**src/hw/rtl/lsur_pkg.sv**
```systemverilog
// shared types, codes and microcode tables for the lifo stack with unique readout
package lsur_pkg;

	// request and status codes
	localparam logic [1:0] ACT_PUSH = 2'd0;
	localparam logic [1:0] ACT_POP  = 2'd1;
	localparam logic [1:0] ACT_LIST = 2'd2;

	localparam logic [1:0] STS_OK    = 2'd0;
	localparam logic [1:0] STS_FULL  = 2'd1;
	localparam logic [1:0] STS_EMPTY = 2'd2;

	// microprogram steps
	typedef enum logic [3:0] {
		ST_IDLE      = 4'd0,
		ST_PUSH_OK   = 4'd1,
		ST_PUSH_FULL = 4'd2,
		ST_EMPTY     = 4'd3,
		ST_POP_OUT   = 4'd4,
		ST_L_CAND    = 4'd5,
		ST_L_CMP     = 4'd6,
		ST_L_HIT     = 4'd7,
		ST_L_EMIT    = 4'd8,
		ST_L_NEXT    = 4'd9,
		ST_L_FIN     = 4'd10
	} step_t;

	typedef enum logic [2:0] {
		C_NONE     = 3'd0,
		C_DISPATCH = 3'd1,
		C_MATCH    = 3'd2,
		C_J_EQ_I   = 3'd3,
		C_I_ZERO   = 3'd4
	} cond_t;

	typedef enum logic [2:0] {
		E_NONE      = 3'd0,
		E_OK        = 3'd1,
		E_FULL      = 3'd2,
		E_EMPTY     = 3'd3,
		E_RDATA     = 3'd4,
		E_PEND_MID  = 3'd5,
		E_PEND_LAST = 3'd6
	} emit_t;

	typedef enum logic [1:0] {
		RA_TOP  = 2'd0,
		RA_J_M1 = 2'd1,
		RA_I_M1 = 2'd2
	} ra_t;

	typedef enum logic [1:0] {
		CNT_HOLD = 2'd0,
		CNT_INC  = 2'd1,
		CNT_DEC  = 2'd2
	} cnt_op_t;

	typedef enum logic [1:0] {
		I_HOLD   = 2'd0,
		I_TOP    = 2'd1,
		I_DEC_NZ = 2'd2
	} i_op_t;

	typedef enum logic [1:0] {
		J_HOLD     = 2'd0,
		J_TOP      = 2'd1,
		J_DEC_MISS = 2'd2
	} j_op_t;

	// one control word
	typedef struct packed {
		logic    take;
		cond_t   cond;
		step_t   jmp;
		step_t   nxt;
		emit_t   emit;
		logic    re;
		ra_t     ra;
		logic    we;
		cnt_op_t cnt_op;
		i_op_t   i_op;
		j_op_t   j_op;
		logic    w_ld;
		logic    pend_ld;
		logic    pend_clr;
	} ctl_t;

	// datapath flags back to the sequencer
	typedef struct packed {
		logic hold;
		logic full;
		logic empty;
		logic match;
		logic j_eq_i;
		logic i_zero;
	} flags_t;

	// control store
	function automatic ctl_t ucode(input step_t st);
		ctl_t c;
		c = '0;
		c.nxt = ST_IDLE;
		c.jmp = ST_IDLE;
		unique case (st)
			ST_IDLE: begin
				c.take     = 1'b1;
				c.cond     = C_DISPATCH;
				c.re       = 1'b1;
				c.ra       = RA_TOP;
				c.i_op     = I_TOP;
				c.pend_clr = 1'b1;
			end
			ST_PUSH_OK: begin
				c.emit   = E_OK;
				c.we     = 1'b1;
				c.cnt_op = CNT_INC;
			end
			ST_PUSH_FULL: begin
				c.emit = E_FULL;
			end
			ST_EMPTY: begin
				c.emit = E_EMPTY;
			end
			ST_POP_OUT: begin
				c.emit   = E_RDATA;
				c.cnt_op = CNT_DEC;
			end
			ST_L_CAND: begin
				c.nxt  = ST_L_CMP;
				c.re   = 1'b1;
				c.ra   = RA_TOP;
				c.j_op = J_TOP;
				c.w_ld = 1'b1;
			end
			ST_L_CMP: begin
				c.cond = C_MATCH;
				c.jmp  = ST_L_HIT;
				c.nxt  = ST_L_CMP;
				c.re   = 1'b1;
				c.ra   = RA_J_M1;
				c.j_op = J_DEC_MISS;
			end
			ST_L_HIT: begin
				c.cond = C_J_EQ_I;
				c.jmp  = ST_L_EMIT;
				c.nxt  = ST_L_NEXT;
			end
			ST_L_EMIT: begin
				c.nxt     = ST_L_NEXT;
				c.emit    = E_PEND_MID;
				c.pend_ld = 1'b1;
			end
			ST_L_NEXT: begin
				c.cond = C_I_ZERO;
				c.jmp  = ST_L_FIN;
				c.nxt  = ST_L_CAND;
				c.re   = 1'b1;
				c.ra   = RA_I_M1;
				c.i_op = I_DEC_NZ;
			end
			ST_L_FIN: begin
				c.emit = E_PEND_LAST;
			end
			default: begin
				c.nxt = ST_IDLE;
			end
		endcase
		return c;
	endfunction

	// entry point of each request
	function automatic step_t dispatch(input logic [1:0] act, input logic full,
			input logic empty);
		step_t s;
		unique case (act)
			ACT_PUSH: s = full ? ST_PUSH_FULL : ST_PUSH_OK;
			ACT_POP:  s = empty ? ST_EMPTY : ST_POP_OUT;
			ACT_LIST: s = empty ? ST_EMPTY : ST_L_CAND;
			default:  s = ST_IDLE;
		endcase
		return s;
	endfunction

endpackage

```
**src/hw/rtl/lsur_ram.sv**
```systemverilog
// generic single write port ram with registered read
module lsur_ram #(
	parameter int WIDTH = 32,
	parameter int DEPTH = 64
) (
	input  logic                     clk,
	input  logic                     we,
	input  logic [$clog2(DEPTH)-1:0] waddr,
	input  logic [WIDTH-1:0]         wdata,
	input  logic                     re,
	input  logic [$clog2(DEPTH)-1:0] raddr,
	output logic [WIDTH-1:0]         rdata
);

	logic [WIDTH-1:0] mem_q [DEPTH];

	always_ff @(posedge clk) begin
		if (we) begin
			mem_q[waddr] <= wdata;
		end
		if (re) begin
			rdata <= mem_q[raddr];
		end
	end

endmodule

```
**src/hw/rtl/lsur_seq.sv**
```systemverilog
// microprogram sequencer: step counter, control store lookup and jumps
module lsur_seq (
	input  logic            clk,
	input  logic            arst_n,
	input  logic            in_valid,
	input  logic [1:0]      action,
	input  lsur_pkg::flags_t flags,
	output lsur_pkg::ctl_t  ctl,
	output logic            in_acc,
	output logic            in_stall
);

	lsur_pkg::step_t upc_q;
	lsur_pkg::step_t upc_d;

	assign ctl      = lsur_pkg::ucode(upc_q);
	assign in_acc   = in_valid && ctl.take;
	assign in_stall = !ctl.take;

	always_comb begin
		priority if (flags.hold) begin
			upc_d = upc_q;
		end else begin
			unique case (ctl.cond)
				lsur_pkg::C_NONE:     upc_d = ctl.nxt;
				lsur_pkg::C_DISPATCH: upc_d = in_acc ?
					lsur_pkg::dispatch(action, flags.full, flags.empty) : ctl.nxt;
				lsur_pkg::C_MATCH:    upc_d = flags.match ? ctl.jmp : ctl.nxt;
				lsur_pkg::C_J_EQ_I:   upc_d = flags.j_eq_i ? ctl.jmp : ctl.nxt;
				lsur_pkg::C_I_ZERO:   upc_d = flags.i_zero ? ctl.jmp : ctl.nxt;
				default:              upc_d = ctl.nxt;
			endcase
		end
	end

	always_ff @(posedge clk or negedge arst_n) begin
		if (!arst_n) begin
			upc_q <= lsur_pkg::ST_IDLE;
		end else begin
			upc_q <= upc_d;
		end
	end

endmodule

```
**src/hw/rtl/lsur_dp.sv**
```systemverilog
// datapath: stack store, count, scan indices, candidate and output register
module lsur_dp #(
	parameter int DEPTH     = 64,
	parameter int WORD_BITS = 32
) (
	input  logic                    clk,
	input  logic                    arst_n,
	input  lsur_pkg::ctl_t          ctl,
	input  logic                    in_acc,
	input  logic signed [31:0]      push_value,
	output lsur_pkg::flags_t        flags,
	output logic                    out_valid,
	input  logic                    out_stall,
	output logic signed [31:0]      word,
	output logic [1:0]              status,
	output logic                    last
);

	localparam int AW = $clog2(DEPTH);
	localparam int CW = $clog2(DEPTH + 1);

	logic [CW-1:0]        cnt_q;
	logic [AW-1:0]        i_q;
	logic [AW-1:0]        j_q;
	logic [WORD_BITS-1:0] w_q;
	logic [WORD_BITS-1:0] pend_q;
	logic                 pend_v_q;
	logic [31:0]          val_q;

	logic                 ovalid_q;
	logic [31:0]          oword_q;
	logic [1:0]           ostatus_q;
	logic                 olast_q;

	logic [AW-1:0]        cnt_m1;
	logic [AW-1:0]        raddr;
	logic [WORD_BITS-1:0] rdata;
	logic [63:0]          rd_ext;
	logic [63:0]          pend_ext;
	logic                 need_emit;
	logic                 out_free;
	logic                 go;

	assign cnt_m1   = AW'(cnt_q - CW'(1));
	assign rd_ext   = 64'(rdata);
	assign pend_ext = 64'(pend_q);
	assign out_free = !ovalid_q || !out_stall;

	// the mid-listing emit only fires once a pending word exists
	assign need_emit = (ctl.emit != lsur_pkg::E_NONE) &&
		!((ctl.emit == lsur_pkg::E_PEND_MID) && !pend_v_q);
	assign go = !(need_emit && !out_free);

	assign flags.hold   = !go;
	assign flags.full   = (cnt_q == CW'(DEPTH));
	assign flags.empty  = (cnt_q == '0);
	assign flags.match  = (rdata == w_q);
	assign flags.j_eq_i = (j_q == i_q);
	assign flags.i_zero = (i_q == '0);

	always_comb begin
		unique case (ctl.ra)
			lsur_pkg::RA_TOP:  raddr = cnt_m1;
			lsur_pkg::RA_J_M1: raddr = j_q - AW'(1);
			lsur_pkg::RA_I_M1: raddr = i_q - AW'(1);
			default:           raddr = cnt_m1;
		endcase
	end

	lsur_ram #(
		.WIDTH (WORD_BITS),
		.DEPTH (DEPTH)
	) u_store (
		.clk   (clk),
		.we    (ctl.we && go),
		.waddr (cnt_q[AW-1:0]),
		.wdata (WORD_BITS'(val_q)),
		.re    (ctl.re && go),
		.raddr (raddr),
		.rdata (rdata)
	);

	always_ff @(posedge clk or negedge arst_n) begin
		if (!arst_n) begin
			cnt_q    <= '0;
			i_q      <= '0;
			j_q      <= '0;
			pend_v_q <= 1'b0;
			ovalid_q <= 1'b0;
		end else begin
			if (go) begin
				unique case (ctl.cnt_op)
					lsur_pkg::CNT_INC: cnt_q <= cnt_q + CW'(1);
					lsur_pkg::CNT_DEC: cnt_q <= cnt_q - CW'(1);
					default:           cnt_q <= cnt_q;
				endcase
				unique case (ctl.i_op)
					lsur_pkg::I_TOP:    i_q <= cnt_m1;
					lsur_pkg::I_DEC_NZ: if (!flags.i_zero) i_q <= i_q - AW'(1);
					default:            i_q <= i_q;
				endcase
				unique case (ctl.j_op)
					lsur_pkg::J_TOP:      j_q <= cnt_m1;
					lsur_pkg::J_DEC_MISS: if (!flags.match) j_q <= j_q - AW'(1);
					default:              j_q <= j_q;
				endcase
				if (ctl.pend_clr) begin
					pend_v_q <= 1'b0;
				end else if (ctl.pend_ld) begin
					pend_v_q <= 1'b1;
				end
			end
			if (need_emit && out_free) begin
				ovalid_q <= 1'b1;
			end else if (!out_stall) begin
				ovalid_q <= 1'b0;
			end
		end
	end

	always_ff @(posedge clk) begin
		if (in_acc) begin
			val_q <= push_value;
		end
		if (go && ctl.w_ld) begin
			w_q <= rdata;
		end
		if (go && ctl.pend_ld) begin
			pend_q <= w_q;
		end
		if (need_emit && out_free) begin
			unique case (ctl.emit)
				lsur_pkg::E_FULL: begin
					oword_q   <= '0;
					ostatus_q <= lsur_pkg::STS_FULL;
					olast_q   <= 1'b1;
				end
				lsur_pkg::E_EMPTY: begin
					oword_q   <= '0;
					ostatus_q <= lsur_pkg::STS_EMPTY;
					olast_q   <= 1'b1;
				end
				lsur_pkg::E_RDATA: begin
					oword_q   <= rd_ext[31:0];
					ostatus_q <= lsur_pkg::STS_OK;
					olast_q   <= 1'b1;
				end
				lsur_pkg::E_PEND_MID: begin
					oword_q   <= pend_ext[31:0];
					ostatus_q <= lsur_pkg::STS_OK;
					olast_q   <= 1'b0;
				end
				lsur_pkg::E_PEND_LAST: begin
					oword_q   <= pend_ext[31:0];
					ostatus_q <= lsur_pkg::STS_OK;
					olast_q   <= 1'b1;
				end
				default: begin
					oword_q   <= '0;
					ostatus_q <= lsur_pkg::STS_OK;
					olast_q   <= 1'b1;
				end
			endcase
		end
	end

	assign out_valid = ovalid_q;
	assign word      = $signed(oword_q);
	assign status    = ostatus_q;
	assign last      = olast_q;

endmodule

```
**src/hw/rtl/lifo_stack_unique_readout.sv**
```systemverilog
// top level: bounded lifo stack of signed words with push, pop and unique listing
//
//  channel | handshake           | payload
//  --------+---------------------+-----------------------------
//  in      | in_valid / in_stall | action, push_value
//  out     | out_valid/out_stall | word, status, last
//
// push and pop are served one request at a time; a request of an unused code is taken without a reply.
// a listing scans the stack store, which has one read port, so each candidate is compared with the
// words above it one per cycle.
// reset clears the word count and the sequencer; store contents are left as they are.
// a stalled output holds the sequencer on its emitting step; in_stall stays high meanwhile.
module lifo_stack_unique_readout #(
	parameter int DEPTH     = 64,
	parameter int WORD_BITS = 32
) (
	input  logic               clk,
	input  logic               arst_n,
	input  logic               in_valid,
	output logic               in_stall,
	input  logic [1:0]         action,
	input  logic signed [31:0] push_value,
	output logic               out_valid,
	input  logic               out_stall,
	output logic signed [31:0] word,
	output logic [1:0]         status,
	output logic               last
);

	lsur_pkg::ctl_t   ctl;
	lsur_pkg::flags_t flags;
	logic             in_acc;

	lsur_seq u_seq (
		.clk      (clk),
		.arst_n   (arst_n),
		.in_valid (in_valid),
		.action   (action),
		.flags    (flags),
		.ctl      (ctl),
		.in_acc   (in_acc),
		.in_stall (in_stall)
	);

	lsur_dp #(
		.DEPTH     (DEPTH),
		.WORD_BITS (WORD_BITS)
	) u_dp (
		.clk        (clk),
		.arst_n     (arst_n),
		.ctl        (ctl),
		.in_acc     (in_acc),
		.push_value (push_value),
		.flags      (flags),
		.out_valid  (out_valid),
		.out_stall  (out_stall),
		.word       (word),
		.status     (status),
		.last       (last)
	);

endmodule

```
**config.mk**
```make
export PLATFORM = sky130hd
export DESIGN_NAME = lifo_stack_unique_readout
export DESIGN_NICKNAME = d
export VERILOG_FILES = /design/src/hw/rtl/lsur_pkg.sv /design/src/hw/rtl/lsur_ram.sv /design/src/hw/rtl/lsur_seq.sv /design/src/hw/rtl/lsur_dp.sv /design/src/hw/rtl/lifo_stack_unique_readout.sv
export SDC_FILE = /design/constraint.sdc
export NUM_CORES = 2
export LEC_CHECK = 0
export ABC_AREA = 1
export CORE_MARGIN = 2
export CORE_UTILIZATION = 40
export CTS_CLUSTER_SIZE = 12
export DETAILED_ROUTE_END_ITERATION = 7
export DONT_BUFFER_PORTS = 1
export PLACE_DENSITY = 0.64
export SYNTH_ARGS = -nofsm -noshare
export SYNTH_HDL_FRONTEND = slang
export SYNTH_HIERARCHICAL = 1
export SYNTH_SLANG_ARGS = --single-unit
```
**constraint.sdc**
```tcl
create_clock -name clk -period 7 [get_ports clk]
set_clock_uncertainty 0.2 [all_clocks]
set_input_delay 0 -clock clk [delete_from_list [all_inputs] [get_ports clk]]
set_output_delay 0 -clock clk [all_outputs]
set_load 0.05 [all_outputs]
```
## After elaboration in Yosys (flattened, before gate mapping)

Memory sizes are Yosys's and may differ from the RTL's. A register that Yosys moved wholly into a read port is not among the register bits.
Index checks and enable logic that the tools add are counted.

- Input bits: 38
- Memories: 1
- Register bits after elaboration: 156
- Memory bits (writable): 2048
- Output and inout port bits: 37

Memory list:

| name | depth | width | rd ports | clocked after Yosys merged registers in | wr ports | RTL line | text |
|---|---|---|---|---|---|---|---|
| u_dp.u_store.mem_q | 64 | 32 | 1 | 1 | 1 | lsur_ram.sv:15 | `logic [WIDTH-1:0] mem_q [DEPTH];` |

- $add $sub $neg: 4
- Reductions and logical operators: 34
- Bitwise operators: 1
- Eq/ne operators: 35
- Muxes and demuxes: 36

Operators with widths:

| operator | number |
|---|---|
| 32-bit one-hot mux with 2 select lines | 1 |
| 4-bit one-hot mux with 3 select lines | 3 |
| 6-bit one-hot mux with 2 select lines | 3 |
| 32-bit equality test | 1 |
| 3-bit one-hot mux with 6 select lines | 1 |
| 4-bit by 3-bit equality test with 1-bit output, second input constant | 4 |
| 4-bit 2-to-1 mux | 4 |
| 2-bit one-hot mux with 2 select lines | 4 |
| 4-bit one-hot mux with 4 select lines | 1 |
| 7-bit one-hot mux with 2 select lines | 1 |
| 3-bit by 2-bit equality test with 1-bit output, second input constant | 4 |
| 3-bit equality test, second input constant | 4 |
| 4-bit equality test, second input constant | 3 |
| 6-bit 2-to-1 mux | 2 |
| 3-bit one-hot mux with 4 select lines | 1 |
| 6-bit by 1-bit subtractor with 6-bit output, second input constant | 2 |
| 1-bit 2-to-1 mux | 11 |
| 2-bit by 1-bit equality test with 1-bit output, second input constant | 5 |
| 2-bit equality test, second input constant | 5 |
| 1-bit logical AND | 9 |
| 3-bit one-hot mux with 3 select lines | 1 |
| 4-bit by 2-bit equality test with 1-bit output, second input constant | 2 |
| 2-bit nonzero test | 4 |
| 2-bit OR reduction | 4 |
| 20 further kinds | 30 |

## Logic depth before layout (Yosys ltp)

- Word-level depth: 11
- Gate-level depth with buffers: 25
- Gate-level depth less buffers: 20

## Modules after synthesis

The synthesis kept the hierarchy.

Modules (own cells, without submodules):

| module | area each (µm²) | sequential area each (µm²) | times used | cells each |
|---|---|---|---|---|
| lsur_ram | 83058.4 | 62459.9 | 1 | 6769 |
| lsur_dp | 6618.8 | 4459.3 | 1 | 552 |
| lsur_seq | 548.0 | 100.1 | 1 | 97 |

## Least setup slack after synthesis

OpenSTA, ideal clock, no wires.

- Path kind: register to register
- Start: reg u_seq.upc_q[3]
- End: mem u_dp.u_store.mem_q[48][0], enable pin
- Period minus slack after synthesis: 5.866 ns
- Data required time: 6.298 ns
- Arrival time: 5.164 ns
- Cell stages (with the launch flop): 14
- Buffers on the path: 2
- Setup slack: 1.134 ns
- Cells stage by stage: dfrtp_1 > inv_1 > nand2_1 > o22ai_1 > buf_4 > inv_2 > nor3_4 > a21boi_4 > nand2_4 > nand2_1 > inv_1 > clkbuf_1 > nand4_1 > nor4_1

RTL lines:

| what | RTL line | text |
|---|---|---|
| start, declared | lsur_seq.sv:13 | `lsur_pkg::step_t upc_q;` |
| start signal, assigned | lsur_seq.sv:38 | `upc_q <= lsur_pkg::ST_IDLE;` |
| start signal, assigned | lsur_seq.sv:40 | `upc_q <= upc_d;` |
| end, declared | lsur_ram.sv:15 |  |

==> metrics.txt <==
status completed; worst-margin pin slew 1.42 ns; max_cap viols 0; H-tree depth 4; data arrival time of the critical path 6.05 ns; Tot GR Track Use 0.218; initial antenna violation count 4; pwr/cell area 508 nW/um^2; Post-Syn Instances 7409; YS warnings 6; total gr overflow 0; Bufs and invs on worst path 5; # setup viols final 0; clock sinks about 2200; critical path, cell by cell nor2_1 > nand2_2 > inv_1 > inv_1 > ha_1 > inv_1 > nand2_1 > o21ai_4 > buf_4 > buf_12 > nand2_1 > nand3_1 > nand3_1 > nand2_1 > nand2_1 > nand3_1 > nand3_1 > nand2_1; diode count 0; Final Non-Filler Cells 10558; Vias per Instance 5.59; total power a little over 50 mW; ratio of final minimum period to clock period 0.787; crit path kind flop to flop; setup TNS 0 ns; DRT Pass-1 Iters 6; Rel. slew slack 0.0504; routability congestion estimate 0.839; element type at the critical path end flop; area growth from synthesis to layout 12.0%; Leakage 35.1 nW; die area 229000 sq um; final WL about 260000 um; Final Max Slew Viols 0; # hold bufs at CTS 82; I/O pins 75; Reg area approximately 67000 sq um; Syn Std Cell Area 90200 sq um; CP dominant cell by count nand2_1; post-layout util 0.450; CTS tree built; chip width 479 um; reg-to-reg slack, setup 1.49 ns; via count 58974; Max IR drop VDD 702 uV; Die Ht roughly 480 um; DRC viols 0; wire length per cell approximately 24 um; initial core utilization 0.402; clock latency on the worst-skew pair 0.89 ns; core area ~220000 sq um; slowest CP cell buf_4; Row Count around 170; Final min period 5.51 ns; Root Driver clkbuf_16; post-detail-place hpwl 134000 um; global-route wire length before repair ~370000 um; HP Class input pin to flop; final-report hold violation count 0; Crit Path Max Fanout 180; Layout Nets ~7500; Num CTS Buffers around 220; Synth Net Count about 7500; peak per-stage delay on the critical path 0.73 ns; synthesized area per cell 12.2 sq um; Routed Antenna Nets 0; Clock transition at path regs about 0.060 ns; unrepaired setup endpoints after global routing no; Post-Place Cells 10116; Fill cells between 15000 and 20000; port bufs 0; Crit path max-delay family buffers and inverters; clk buf depth 3; CTS resizes 0; Starting DRT DRC Count 8305; largest net degree at the start of global routing about 180; post-CTS setup buffer count 0; Multi-input gate area 21000 sq um; Critical Path RT 7.53 ns; CP Launch Type flop; Fmax achieved 0.181 GHz; share of cells above drive strength 1 0.0728; vias in the first global route ~56000
## power breakdown
| part | switching [mW] | internal [mW] | leakage [nW] | total, mW |
|---|---|---|---|---|
| Clock | 4.96 | 5.88 | 3.09 | 10.8 |
| Sequential | 0.892 | 16.1 | 20.2 | 17.0 |
| Combinational | 17.7 | 5.87 | 11.8 | 23.5 |
## metal layers
metal | track usage | vias to the layer above | share of wire
met4 | 0.0716 | 2 | 0.031
met1 | 0.300 | 29065 | 0.40
met3 | 0.0590 | 446 | 0.12
met2 | 0.334 | 3145 | 0.45
met5 | 0 | - | 0.000039
li1 | - | 26316 | -
## final timing paths
| check | from | endpoint | depth (start not counted) |
|---|---|---|---|
| min in group asynchronous | arst_n | u_dp/i_q[2]$_DFFE_PN0P_ | 5 |
| setup reg to reg | u_seq/upc_q[0]$_DFFE_PN0N_ | u_dp/u_store/rdata[13]$_DFFE_PP_ | 18 |
| hold reg to reg | u_dp/w_q[2]$_DFFE_PP_ | u_dp/pend_q[2]$_DFFE_PP_ | 0 |
| hold / removal | push_value[7] | u_dp/val_q[7]$_DFFE_PP_ | 2 |
| setup / recovery | u_seq/upc_q[0]$_DFFE_PN0N_ | u_dp/u_store/rdata[13]$_DFFE_PP_ | 18 |
| max in group asynchronous | arst_n | u_dp/out_valid$_DFFE_PN0P_ | 5 |
## placed cells by master, fill, tap and decap left out, types with 5 or more instances in the layout
cell type and count:
nand3_1 1925, clkinv_1 43, nor4_2 8, clkbuf_1 63
o21ai_1 14, a32o_1 21, nor2_1 34, xnor2_1 24
dlygate4sd3_1 80, nor2_4 61, inv_1 91, dfrtp_1 25
ha_1 8, clkinv_2 9, xor2_1 14, nand2_2 5
o21ai_2 5, inv_6 8, nand4_1 15, nand2_1 2404
edfxtp_1 2211, clkbuf_16 223, buf_4 155, buf_12 26
o21ai_0 23, nor2_2 5, nor3_1 5, inv_2 8
## sequential cells by signal, summed over array words and instances, names as in the netlist, 2 cells and up
| register | count |
|---|---|
| u_dp/cnt_q | 7 |
| u_dp/i_q | 6 |
| u_dp/j_q | 6 |
| u_dp/pend_q | 32 |
| u_dp/status | 2 |
| u_dp/u_store/mem_q | 2048 |
| u_dp/u_store/rdata | 32 |
| u_dp/val_q | 32 |
| u_dp/w_q | 32 |
| u_dp/word | 32 |
| u_seq/upc_q | 4 |
## cell type report
type                            count  share of cell area
Inverter                          106             0.00440
Clock inverter                     74             0.00565
Sequential cell                  2236               0.663
Timing Repair Buffer              261              0.0246
Tap cell                         2992              0.0371
Multi-Input combinational cell   4603               0.207
Clock buffer                      286              0.0576
## metrics by stage
stage | hold WS [ns] | area, sq um | worst slack [ns]
2_1_floorplan | -0.496 | 90200 | 1.13
3_3_place_gp | -0.494 | 93800 | 1.62
3_5_place_dp | -0.494 | 93800 | 1.61
4_1_cts | 0.0345 | 101000 | 1.60
5_1_grt | 0.0791 | 101000 | 1.25
6_report | 0.0952 | 101000 | 1.49
Note: power is estimated with default switching activity, not from simulation.
